**src/hw/rtl/fvis_pkg.sv**
```systemverilog
// Shared types, codes and constants of the frame varint item serializer.
`timescale 1ns / 1ps
`default_nettype none

package fvis_pkg;

  // Operation codes of an input item
  localparam logic [2:0] OP_FRAME_START = 3'd0;
  localparam logic [2:0] OP_RAW_BYTE    = 3'd1;
  localparam logic [2:0] OP_VARINT      = 3'd2;
  localparam logic [2:0] OP_STR_LEN     = 3'd3;
  localparam logic [2:0] OP_STR_BYTE    = 3'd4;
  localparam logic [2:0] OP_END         = 3'd5;

  localparam int unsigned POSITION_BITS_DEFAULT = 16;
  localparam logic [15:0] MAX_FRAME_RESET       = 16'd16384;

  // Byte count of a frame start: kind byte plus the four bytes of the item value
  localparam logic [2:0] FRAME_HEADER_BYTES = 3'd5;

  // Varint prefix markers
  localparam logic [7:0] VARINT_FIRST_MARK = 8'd240;
  localparam logic [7:0] VARINT_CONT_MARK  = 8'd128;

  // Smallest value that needs 2, 3, 4 and 5 bytes
  localparam logic [31:0] VARINT_LEN2_MIN = 32'd240;
  localparam logic [31:0] VARINT_LEN3_MIN = 32'd2288;
  localparam logic [31:0] VARINT_LEN4_MIN = 32'd264432;
  localparam logic [31:0] VARINT_LEN5_MIN = 32'd33818864;

  typedef struct packed {
    logic load;   // take a new item
    logic check;  // budget check and state update
    logic emit;   // produce one result beat
  } fvis_cmd_t;

  typedef struct packed {
    logic slot_free;    // output register can take a beat
    logic last_result;  // the next beat is the item's last
  } fvis_status_t;

  function automatic logic [2:0] varint_len(input logic [31:0] value);
    logic [2:0] len;
    if (value < VARINT_LEN2_MIN) begin
      len = 3'd1;
    end else if (value < VARINT_LEN3_MIN) begin
      len = 3'd2;
    end else if (value < VARINT_LEN4_MIN) begin
      len = 3'd3;
    end else if (value < VARINT_LEN5_MIN) begin
      len = 3'd4;
    end else begin
      len = 3'd5;
    end
    return len;
  endfunction

endpackage

`default_nettype wire

```
**src/hw/rtl/frame_varint_item_serializer.sv**
```systemverilog
// Top level of the frame varint item serializer.
//
//   channel  direction  handshake              payload
//   in       input      in_valid_i/in_ready_o  operation_i, item_value_i, frame_kind_i
//   out      output     out_valid_o/out_ready_i out_byte_o, byte_valid_o, run_last_o,
//                                              error_flag_o, frame_length_o
//   cfg      input      cfg_we_i               cfg_wdata_i (max_frame_bytes)
//
// An item passes a load step and a budget-check step, then emits one result beat per
// cycle while the output register can take one; a frame start or a five-byte varint
// gives five beats. The output register sets the pace of the emit phase; a stalled out
// channel holds the beat and the controller waits. The next item is accepted as soon
// as the last beat of the previous one sits in the output register.
// Reset restores max_frame_bytes to 16384 and clears position and error.
`timescale 1ns / 1ps
`default_nettype none

module frame_varint_item_serializer
  import fvis_pkg::*;
#(
  parameter int unsigned POSITION_BITS = POSITION_BITS_DEFAULT
) (
  input  wire logic        clk_i,
  input  wire logic        rst_ni,
  input  wire logic        cfg_we_i,
  input  wire logic [15:0] cfg_wdata_i,
  input  wire logic        in_valid_i,
  output logic             in_ready_o,
  input  wire logic [2:0]  operation_i,
  input  wire logic [31:0] item_value_i,
  input  wire logic [7:0]  frame_kind_i,
  output logic             out_valid_o,
  input  wire logic        out_ready_i,
  output logic [7:0]       out_byte_o,
  output logic             byte_valid_o,
  output logic             run_last_o,
  output logic             error_flag_o,
  output logic [15:0]      frame_length_o
);

  fvis_cmd_t    cmd;
  fvis_status_t status;

  fvis_ctrl u_ctrl (
    .clk_i      (clk_i),
    .rst_ni     (rst_ni),
    .in_valid_i (in_valid_i),
    .in_ready_o (in_ready_o),
    .status_i   (status),
    .cmd_o      (cmd)
  );

  fvis_datapath #(
    .PositionBits (POSITION_BITS)
  ) u_datapath (
    .clk_i          (clk_i),
    .rst_ni         (rst_ni),
    .cfg_we_i       (cfg_we_i),
    .cfg_wdata_i    (cfg_wdata_i),
    .operation_i    (operation_i),
    .item_value_i   (item_value_i),
    .frame_kind_i   (frame_kind_i),
    .cmd_i          (cmd),
    .status_o       (status),
    .out_ready_i    (out_ready_i),
    .out_valid_o    (out_valid_o),
    .out_byte_o     (out_byte_o),
    .byte_valid_o   (byte_valid_o),
    .run_last_o     (run_last_o),
    .error_flag_o   (error_flag_o),
    .frame_length_o (frame_length_o)
  );

endmodule

`default_nettype wire

```
**src/hw/rtl/fvis_ctrl.sv**
```systemverilog
// Controller state machine: load, check, then one result beat per cycle while the output slot is free.
`timescale 1ns / 1ps
`default_nettype none

module fvis_ctrl
  import fvis_pkg::*;
(
  input  wire logic         clk_i,
  input  wire logic         rst_ni,
  input  wire logic         in_valid_i,
  output logic              in_ready_o,
  input  wire fvis_status_t status_i,
  output fvis_cmd_t         cmd_o
);

  typedef enum logic [1:0] {
    S_IDLE,
    S_CHECK,
    S_EMIT
  } state_e;

  state_e state_q, state_d;

  assign in_ready_o = (state_q == S_IDLE);

  always_comb begin
    state_d   = state_q;
    cmd_o     = '0;
    case (state_q)
      S_IDLE: begin
        if (in_valid_i) begin
          cmd_o.load = 1'b1;
          state_d    = S_CHECK;
        end
      end
      S_CHECK: begin
        cmd_o.check = 1'b1;
        state_d     = S_EMIT;
      end
      S_EMIT: begin
        if (status_i.slot_free) begin
          cmd_o.emit = 1'b1;
          if (status_i.last_result) begin
            state_d = S_IDLE;
          end
        end
      end
      default: begin
        state_d = S_IDLE;
      end
    endcase
  end

  always_ff @(posedge clk_i or negedge rst_ni) begin
    if (!rst_ni) begin
      state_q <= S_IDLE;
    end else begin
      state_q <= state_d;
    end
  end

endmodule

`default_nettype wire

```
**src/hw/rtl/fvis_datapath.sv**
```systemverilog
// Datapath: item registers, frame budget check, byte encoder and output register.
`timescale 1ns / 1ps
`default_nettype none

module fvis_datapath
  import fvis_pkg::*;
#(
  parameter int unsigned PositionBits = POSITION_BITS_DEFAULT
) (
  input  wire logic        clk_i,
  input  wire logic        rst_ni,
  input  wire logic        cfg_we_i,
  input  wire logic [15:0] cfg_wdata_i,
  input  wire logic [2:0]  operation_i,
  input  wire logic [31:0] item_value_i,
  input  wire logic [7:0]  frame_kind_i,
  input  wire fvis_cmd_t   cmd_i,
  output fvis_status_t     status_o,
  input  wire logic        out_ready_i,
  output logic             out_valid_o,
  output logic [7:0]       out_byte_o,
  output logic             byte_valid_o,
  output logic             run_last_o,
  output logic             error_flag_o,
  output logic [15:0]      frame_length_o
);

  // Wide enough for position + count + 32-bit string length, and for the cap
  localparam int unsigned CmpW = ((PositionBits > 33) ? PositionBits : 33) + 1;
  localparam logic [CmpW-1:0] CapLimit = (CmpW'(1) << PositionBits) - CmpW'(1);

  logic [15:0]             max_frame_q;
  logic [PositionBits-1:0] pos_q;
  logic                    err_q;
  logic [2:0]              op_q;
  logic [31:0]             val_q;
  logic [7:0]              kind_q;
  logic [31:0]             cur_v_q;
  logic [2:0]              count_q;
  logic [2:0]              idx_q;
  logic                    null_q;

  logic                    out_valid_q;
  logic [7:0]              out_byte_q;
  logic                    byte_valid_q;
  logic                    run_last_q;
  logic                    error_flag_q;
  logic [15:0]             frame_length_q;

  // Item load
  logic [2:0] count_d;

  always_comb begin
    case (operation_i)
      OP_FRAME_START: count_d = FRAME_HEADER_BYTES;
      OP_RAW_BYTE:    count_d = 3'd1;
      OP_STR_BYTE:    count_d = 3'd1;
      OP_VARINT:      count_d = varint_len(item_value_i);
      OP_STR_LEN:     count_d = varint_len(item_value_i);
      default:        count_d = 3'd0;
    endcase
  end

  // Budget check
  logic                    is_start;
  logic [PositionBits-1:0] pos_eff;
  logic                    err_eff;
  logic [CmpW-1:0]         limit;
  logic [CmpW-1:0]         need_sum;
  logic                    fits;

  assign is_start = (op_q == OP_FRAME_START);
  assign pos_eff  = is_start ? '0 : pos_q;
  assign err_eff  = is_start ? 1'b0 : err_q;
  assign limit    = (CmpW'(max_frame_q) < CapLimit) ? CmpW'(max_frame_q) : CapLimit;
  assign need_sum = CmpW'(pos_eff) + CmpW'(count_q)
                  + ((op_q == OP_STR_LEN) ? CmpW'(val_q) : '0);
  assign fits     = (need_sum <= limit);

  // Byte encoder
  logic       last_byte;
  logic [7:0] enc_byte;
  logic [31:0] cur_v_next;

  assign last_byte = (idx_q == (count_q - 3'd1));

  always_comb begin
    enc_byte   = val_q[7:0];
    cur_v_next = cur_v_q;
    case (op_q)
      OP_FRAME_START: begin
        case (idx_q)
          3'd0:    enc_byte = kind_q;
          3'd1:    enc_byte = val_q[31:24];
          3'd2:    enc_byte = val_q[23:16];
          3'd3:    enc_byte = val_q[15:8];
          default: enc_byte = val_q[7:0];
        endcase
      end
      OP_VARINT, OP_STR_LEN: begin
        if (last_byte) begin
          enc_byte = cur_v_q[7:0];
        end else if (idx_q == 3'd0) begin
          enc_byte   = cur_v_q[7:0] | VARINT_FIRST_MARK;
          cur_v_next = (cur_v_q - 32'(VARINT_FIRST_MARK)) >> 4;
        end else begin
          enc_byte   = cur_v_q[7:0] | VARINT_CONT_MARK;
          cur_v_next = (cur_v_q - 32'(VARINT_CONT_MARK)) >> 7;
        end
      end
      default: begin
        enc_byte = val_q[7:0];
      end
    endcase
  end

  logic [PositionBits-1:0] pos_inc;
  logic [CmpW-1:0]         pos_inc_ext;
  logic [CmpW-1:0]         pos_ext;

  assign pos_inc     = pos_q + PositionBits'(1);
  assign pos_inc_ext = CmpW'(pos_inc);
  assign pos_ext     = CmpW'(pos_q);

  assign status_o.slot_free   = !out_valid_q || out_ready_i;
  assign status_o.last_result = null_q || last_byte;

  // Control-state registers
  always_ff @(posedge clk_i or negedge rst_ni) begin
    if (!rst_ni) begin
      max_frame_q <= MAX_FRAME_RESET;
      pos_q       <= '0;
      err_q       <= 1'b0;
      out_valid_q <= 1'b0;
    end else begin
      if (cfg_we_i) begin
        max_frame_q <= cfg_wdata_i;
      end
      if (cmd_i.check) begin
        pos_q <= pos_eff;
        err_q <= err_eff | ((count_q != 3'd0) && !err_eff && !fits);
      end else if (cmd_i.emit && !null_q) begin
        pos_q <= pos_inc;
      end
      if (cmd_i.emit) begin
        out_valid_q <= 1'b1;
      end else if (out_ready_i) begin
        out_valid_q <= 1'b0;
      end
    end
  end

  // Payload registers
  always_ff @(posedge clk_i) begin
    if (cmd_i.load) begin
      op_q    <= operation_i;
      val_q   <= item_value_i;
      kind_q  <= frame_kind_i;
      cur_v_q <= item_value_i;
      count_q <= count_d;
      idx_q   <= '0;
    end
    if (cmd_i.check) begin
      null_q <= (count_q == 3'd0) || err_eff || !fits;
    end
    if (cmd_i.emit) begin
      idx_q   <= idx_q + 3'd1;
      cur_v_q <= cur_v_next;
      if (null_q) begin
        out_byte_q     <= '0;
        byte_valid_q   <= 1'b0;
        run_last_q     <= 1'b1;
        frame_length_q <= pos_ext[15:0];
      end else begin
        out_byte_q     <= enc_byte;
        byte_valid_q   <= 1'b1;
        run_last_q     <= last_byte;
        frame_length_q <= pos_inc_ext[15:0];
      end
      error_flag_q <= err_q;
    end
  end

  assign out_valid_o    = out_valid_q;
  assign out_byte_o     = out_byte_q;
  assign byte_valid_o   = byte_valid_q;
  assign run_last_o     = run_last_q;
  assign error_flag_o   = error_flag_q;
  assign frame_length_o = frame_length_q;

endmodule

`default_nettype wire
```
**config.mk**
```make
export PLATFORM = sky130hd
export DESIGN_NAME = frame_varint_item_serializer
export DESIGN_NICKNAME = d
export VERILOG_FILES = /design/src/hw/rtl/fvis_pkg.sv /design/src/hw/rtl/frame_varint_item_serializer.sv /design/src/hw/rtl/fvis_ctrl.sv /design/src/hw/rtl/fvis_datapath.sv
export SDC_FILE = /design/constraint.sdc
export NUM_CORES = 1
export LEC_CHECK = 0
export BUFFER_PORTS_ARGS = -buffer_cell sky130_fd_sc_hd__buf_2
export CAP_MARGIN = 10
export CORE_ASPECT_RATIO = 1.25
export CORE_UTILIZATION = 45
export CTS_CLUSTER_DIAMETER = 50
export DETAILED_ROUTE_END_ITERATION = 7
export HOLD_SLACK_MARGIN = 0.06
export PLACE_DENSITY = 0.62
export SLEW_MARGIN = 20
export SYNTH_ARGS = -nofsm -noshare
export SYNTH_HDL_FRONTEND = slang
export SYNTH_SLANG_ARGS = --single-unit
```
**constraint.sdc**
```tcl
create_clock -name clk_i -period 17.52 [get_ports clk_i]
set_input_delay 3.504 -clock clk_i [delete_from_list [all_inputs] [get_ports clk_i]]
set_output_delay 3.504 -clock clk_i [all_outputs]
set_load 0.05 [all_outputs]
```
==> run_results.csv <==
group,metric,value,unit
logic_synthesis,yosys.area.top_type,"edfxtp_1",
timing,setup-tns-final,0,ps
floorplanning,fp.dieArea,0.0221,mm²
min_path,hold_class,"flop to flop",
cells_and_area,fin_nets,1239,
logic_synthesis,synth_cells,1058,
cells_and_area,fillCellCount,1995,
clock_network,clock_latency,420,ps
clock_network,cts_setup_buffers,0,
routing,viasPerCell,5.80,
setup_path,crit_path_start_kind,"flop",
timing,min_period_over_period,37.3,%
logic_synthesis,netlist.area_leader.share,33.9,%
pwr,power_density,132,mW/mm²
placed_design,port_buffers,92,
placed_design,dpl-instance-area,0.0103,mm²
clock_network,htree_levels,4,
global_routing,gr-total-overflow,0,
logic_synthesis,synthTopCellsByCount,"nand2_1, edfxtp_1, o21ai_0",
logic_synthesis,ys_types,77,
global_routing,grt_max_degree,62,
logic_synthesis,ys_warn_count,0,
cells_and_area,syn_to_final_growth,12.9,%
routing,route.detailed.drc,0,
floorplanning,die_x,133,µm
floorplanning,core,0.0210,mm²
timing,slew_headroom,38.5,%
cells_and_area,stdcell_area,0.0109,mm²
clock_network,clockBufferDepth,2,
floorplanning,core.rowCount,59,
logic_synthesis,synth_nets,1172,
logic_synthesis,post-synth-top-count-cell,"nand2_1",
timing,skew,11.0,ps
setup_path,required,17670,ps
setup_path,path_max_fanout,9,
clock_network,clock-sinks,145,
routing,wl_per_cell,18.4,µm
setup_path,arrival,6690,ps
cells_and_area,layout-drive-gt1-share,13.2,%
routing,drt_pass1_iterations,5,
timing,slew_violations,0,
global_routing,grt_pass1_vias,7844,
logic_synthesis,ys.flop_type,"edfxtp_1",
logic_synthesis,synth-seq-cells,145,
routing,drt-initial-drc-count,655,
setup_path,worstSetupPathType,"flop to flop",
routing,vias,8194,
global_routing,groute.usage.overall,24.2,%
pwr,peakVddDrop,0.0818,mV
global_routing,antenna_found_initial,1,
logic_synthesis,synth_area_leaders,"edfxtp_1, dfrtp_1, ha_1, nand2_1, o21ai_0",
logic_synthesis,synth_edf_count,109,
routing,finalWirelength,26000,µm
clock_network,clk_pin_slew_worst_paths,70,ps
clock_network,ctsResizeCount,0,
timing,setup_viol,0,
floorplanning,fp.dieH,166,µm
timing,hold_violations,0,
logic_synthesis,ys_seq_area_share,43.2,%
timing,final.min_clock_period,6540,ps
flow_run,maxCapViolations,0,
timing,rsz0062_at_grt,"false",
setup_path,cp-end-kind,"flop",
routing,ant_nets,0,
timing,tightest_slew,923,ps
logic_synthesis,synth_area,0.00966,mm²
run_status,status,"finished clean",
global_routing,grt_first_pass_wirelength,41600,µm
floorplanning,initial_core_util,46.1,%
placed_design,routabilityCongestion,0.919,
clock_network,ctsHoldBuffers,0,
clock_network,root_buffer,"clkbuf_16",
timing,timing.fmax,0.153,GHz
logic_synthesis,avgSynthCellArea,9.13,µm²
placed_design,post-dp-hpwl,19800,µm
cells_and_area,postLayoutCoreUtil,52.0,%
floorplanning,io_pins,93,
pwr,power,1.44,mW
logic_synthesis,synthArstFlopShare,24.8,%
clock_network,numCtsBuffers,17,
pwr,p_leak,4.38,nW
clock_network,cts_tree,"built",
## kinds of logic (layout without fill, tap and decap cells)
| kind of cell | Yosys count | count (layout) | share of synthesized area (%) |
|---|---|---|---|
| and+or+nand+nor | 410 | 410 | 21.1 |
| AOI/OAI and AO/OA | 275 | 275 | 17.4 |
| DFF | 145 | 145 | 43.2 |
| buffers and inverters | 90 | 170 | 3.61 |
| xor gates and xnor gates | 84 | 84 | 7.61 |
| adders and majority gates | 50 | 50 | 6.63 |
| muxes | 4 | 4 | 0.453 |
| other | 0 | 1 | 0 |
## power breakdown
group	switching (mW)	internal, mW	total, mW
clock network	0.156	0.212	0.368
logic	0.338	0.169	0.507
registers	0.0832	0.480	0.563
total	0.578	0.861	1.44
## final timing paths
kind,end,cells past startpoint,from,slack [ps]
min in group asynchronous,u_datapath.max_frame_q[11],1,rst_ni,3180
min,u_datapath.max_frame_q[0],1,u_datapath.max_frame_q[0],530
min reg2reg,u_datapath.max_frame_q[0],1,u_datapath.max_frame_q[0],530
max reg2reg,u_datapath.null_q,25,u_datapath.op_q[1],10980
max,u_datapath.null_q,25,u_datapath.op_q[1],10980
max in group asynchronous,u_datapath.out_valid_o,1,rst_ni,13780
## critical path: stages, from the launching register on
cell,delay [ps]
edfxtp_1,450
or3_1,580
and2_1,240
ha_1,320
nor2b_1,190
o2111ai_1,160
or2_1,290
nor2_1,190
nand4_1,200
xor2_1,220
ha_1,450
and4_1,300
nand4_1,100
a21oi_1,210
nor2_1,110
nand2_1,90
xor2_1,70
ha_1,310
nand4_1,70
or2_2,290
nor3_1,230
o211ai_1,110
nor4_1,270
nand4_1,150
nor4_1,510
nand4_1,150
## placed cells by master (no fill, tap or decap), drive strengths merged, types with 6 or more instances in the layout
master / n
xnor2: 46
nand4: 13
nor2b: 14
o211ai: 6
a21oi: 66
and2: 31
ha: 48
xor2: 38
clkbuf: 18
clkinv: 6
a31oi: 9
nand3: 30
o21a: 6
and3: 12
edfxtp: 109
nand2b: 9
dfrtp: 35
or4: 9
or3: 15
o21ai: 114
nor4: 8
a22oi: 7
a21o: 11
nor2: 84
nor3: 26
and4: 7
inv: 42
buf: 99
a222oi: 8
nand2: 139
## cell type report
cell class              count  area, µm²  share of cell area (%)
clock buffers              18        429                    3.93
well taps                 274        343                    3.14
inverters                  39        146                    1.34
diodes                      1       2.50                  0.0229
clock inverters            14        154                    1.41
repair buffers             99        513                    4.70
multi-input cells         823       5150                    47.2
flip-flops and latches    145       4180                    38.3
## metal layers
layer / global-route usage [%] / part of all wire (%) / up-vias
li1: - / - / 3991
met1: 29.8 / 41 / 3882
met2: 42.6 / 52 / 272
met3: 3.51 / 4.9 / 49
met4: 8.65 / 2.3 / 0
met5: 0 / 0 / -
## state kept, by name (all words and copies together) (netlist names)
| register | count |
|---|---|
| u_datapath.cur_v_q | 32 |
| u_datapath.val_q | 32 |
| u_datapath.frame_length_o | 16 |
| u_datapath.max_frame_q | 16 |
| u_datapath.pos_q | 16 |
| u_datapath.kind_q | 8 |
| u_datapath.out_byte_o | 8 |
| u_datapath.count_q | 3 |
| u_datapath.idx_q | 3 |
| u_datapath.op_q | 3 |
| u_ctrl.state_q | 2 |
| u_datapath.byte_valid_o | 1 |
| u_datapath.err_q | 1 |
| u_datapath.error_flag_o | 1 |
| u_datapath.null_q | 1 |
| u_datapath.out_valid_o | 1 |
| u_datapath.run_last_o | 1 |
## stage by stage
stage	hold slack [ps]	setup slack (ps)	instances
after floorplan	447	10240	1058
after global placement	509	11220	1380
after detailed placement	513	11080	1380
after CTS	535	11060	1412
after global routing	546	10600	1413
final	530	10980	1413
Power figures use the tool's default switching activity.
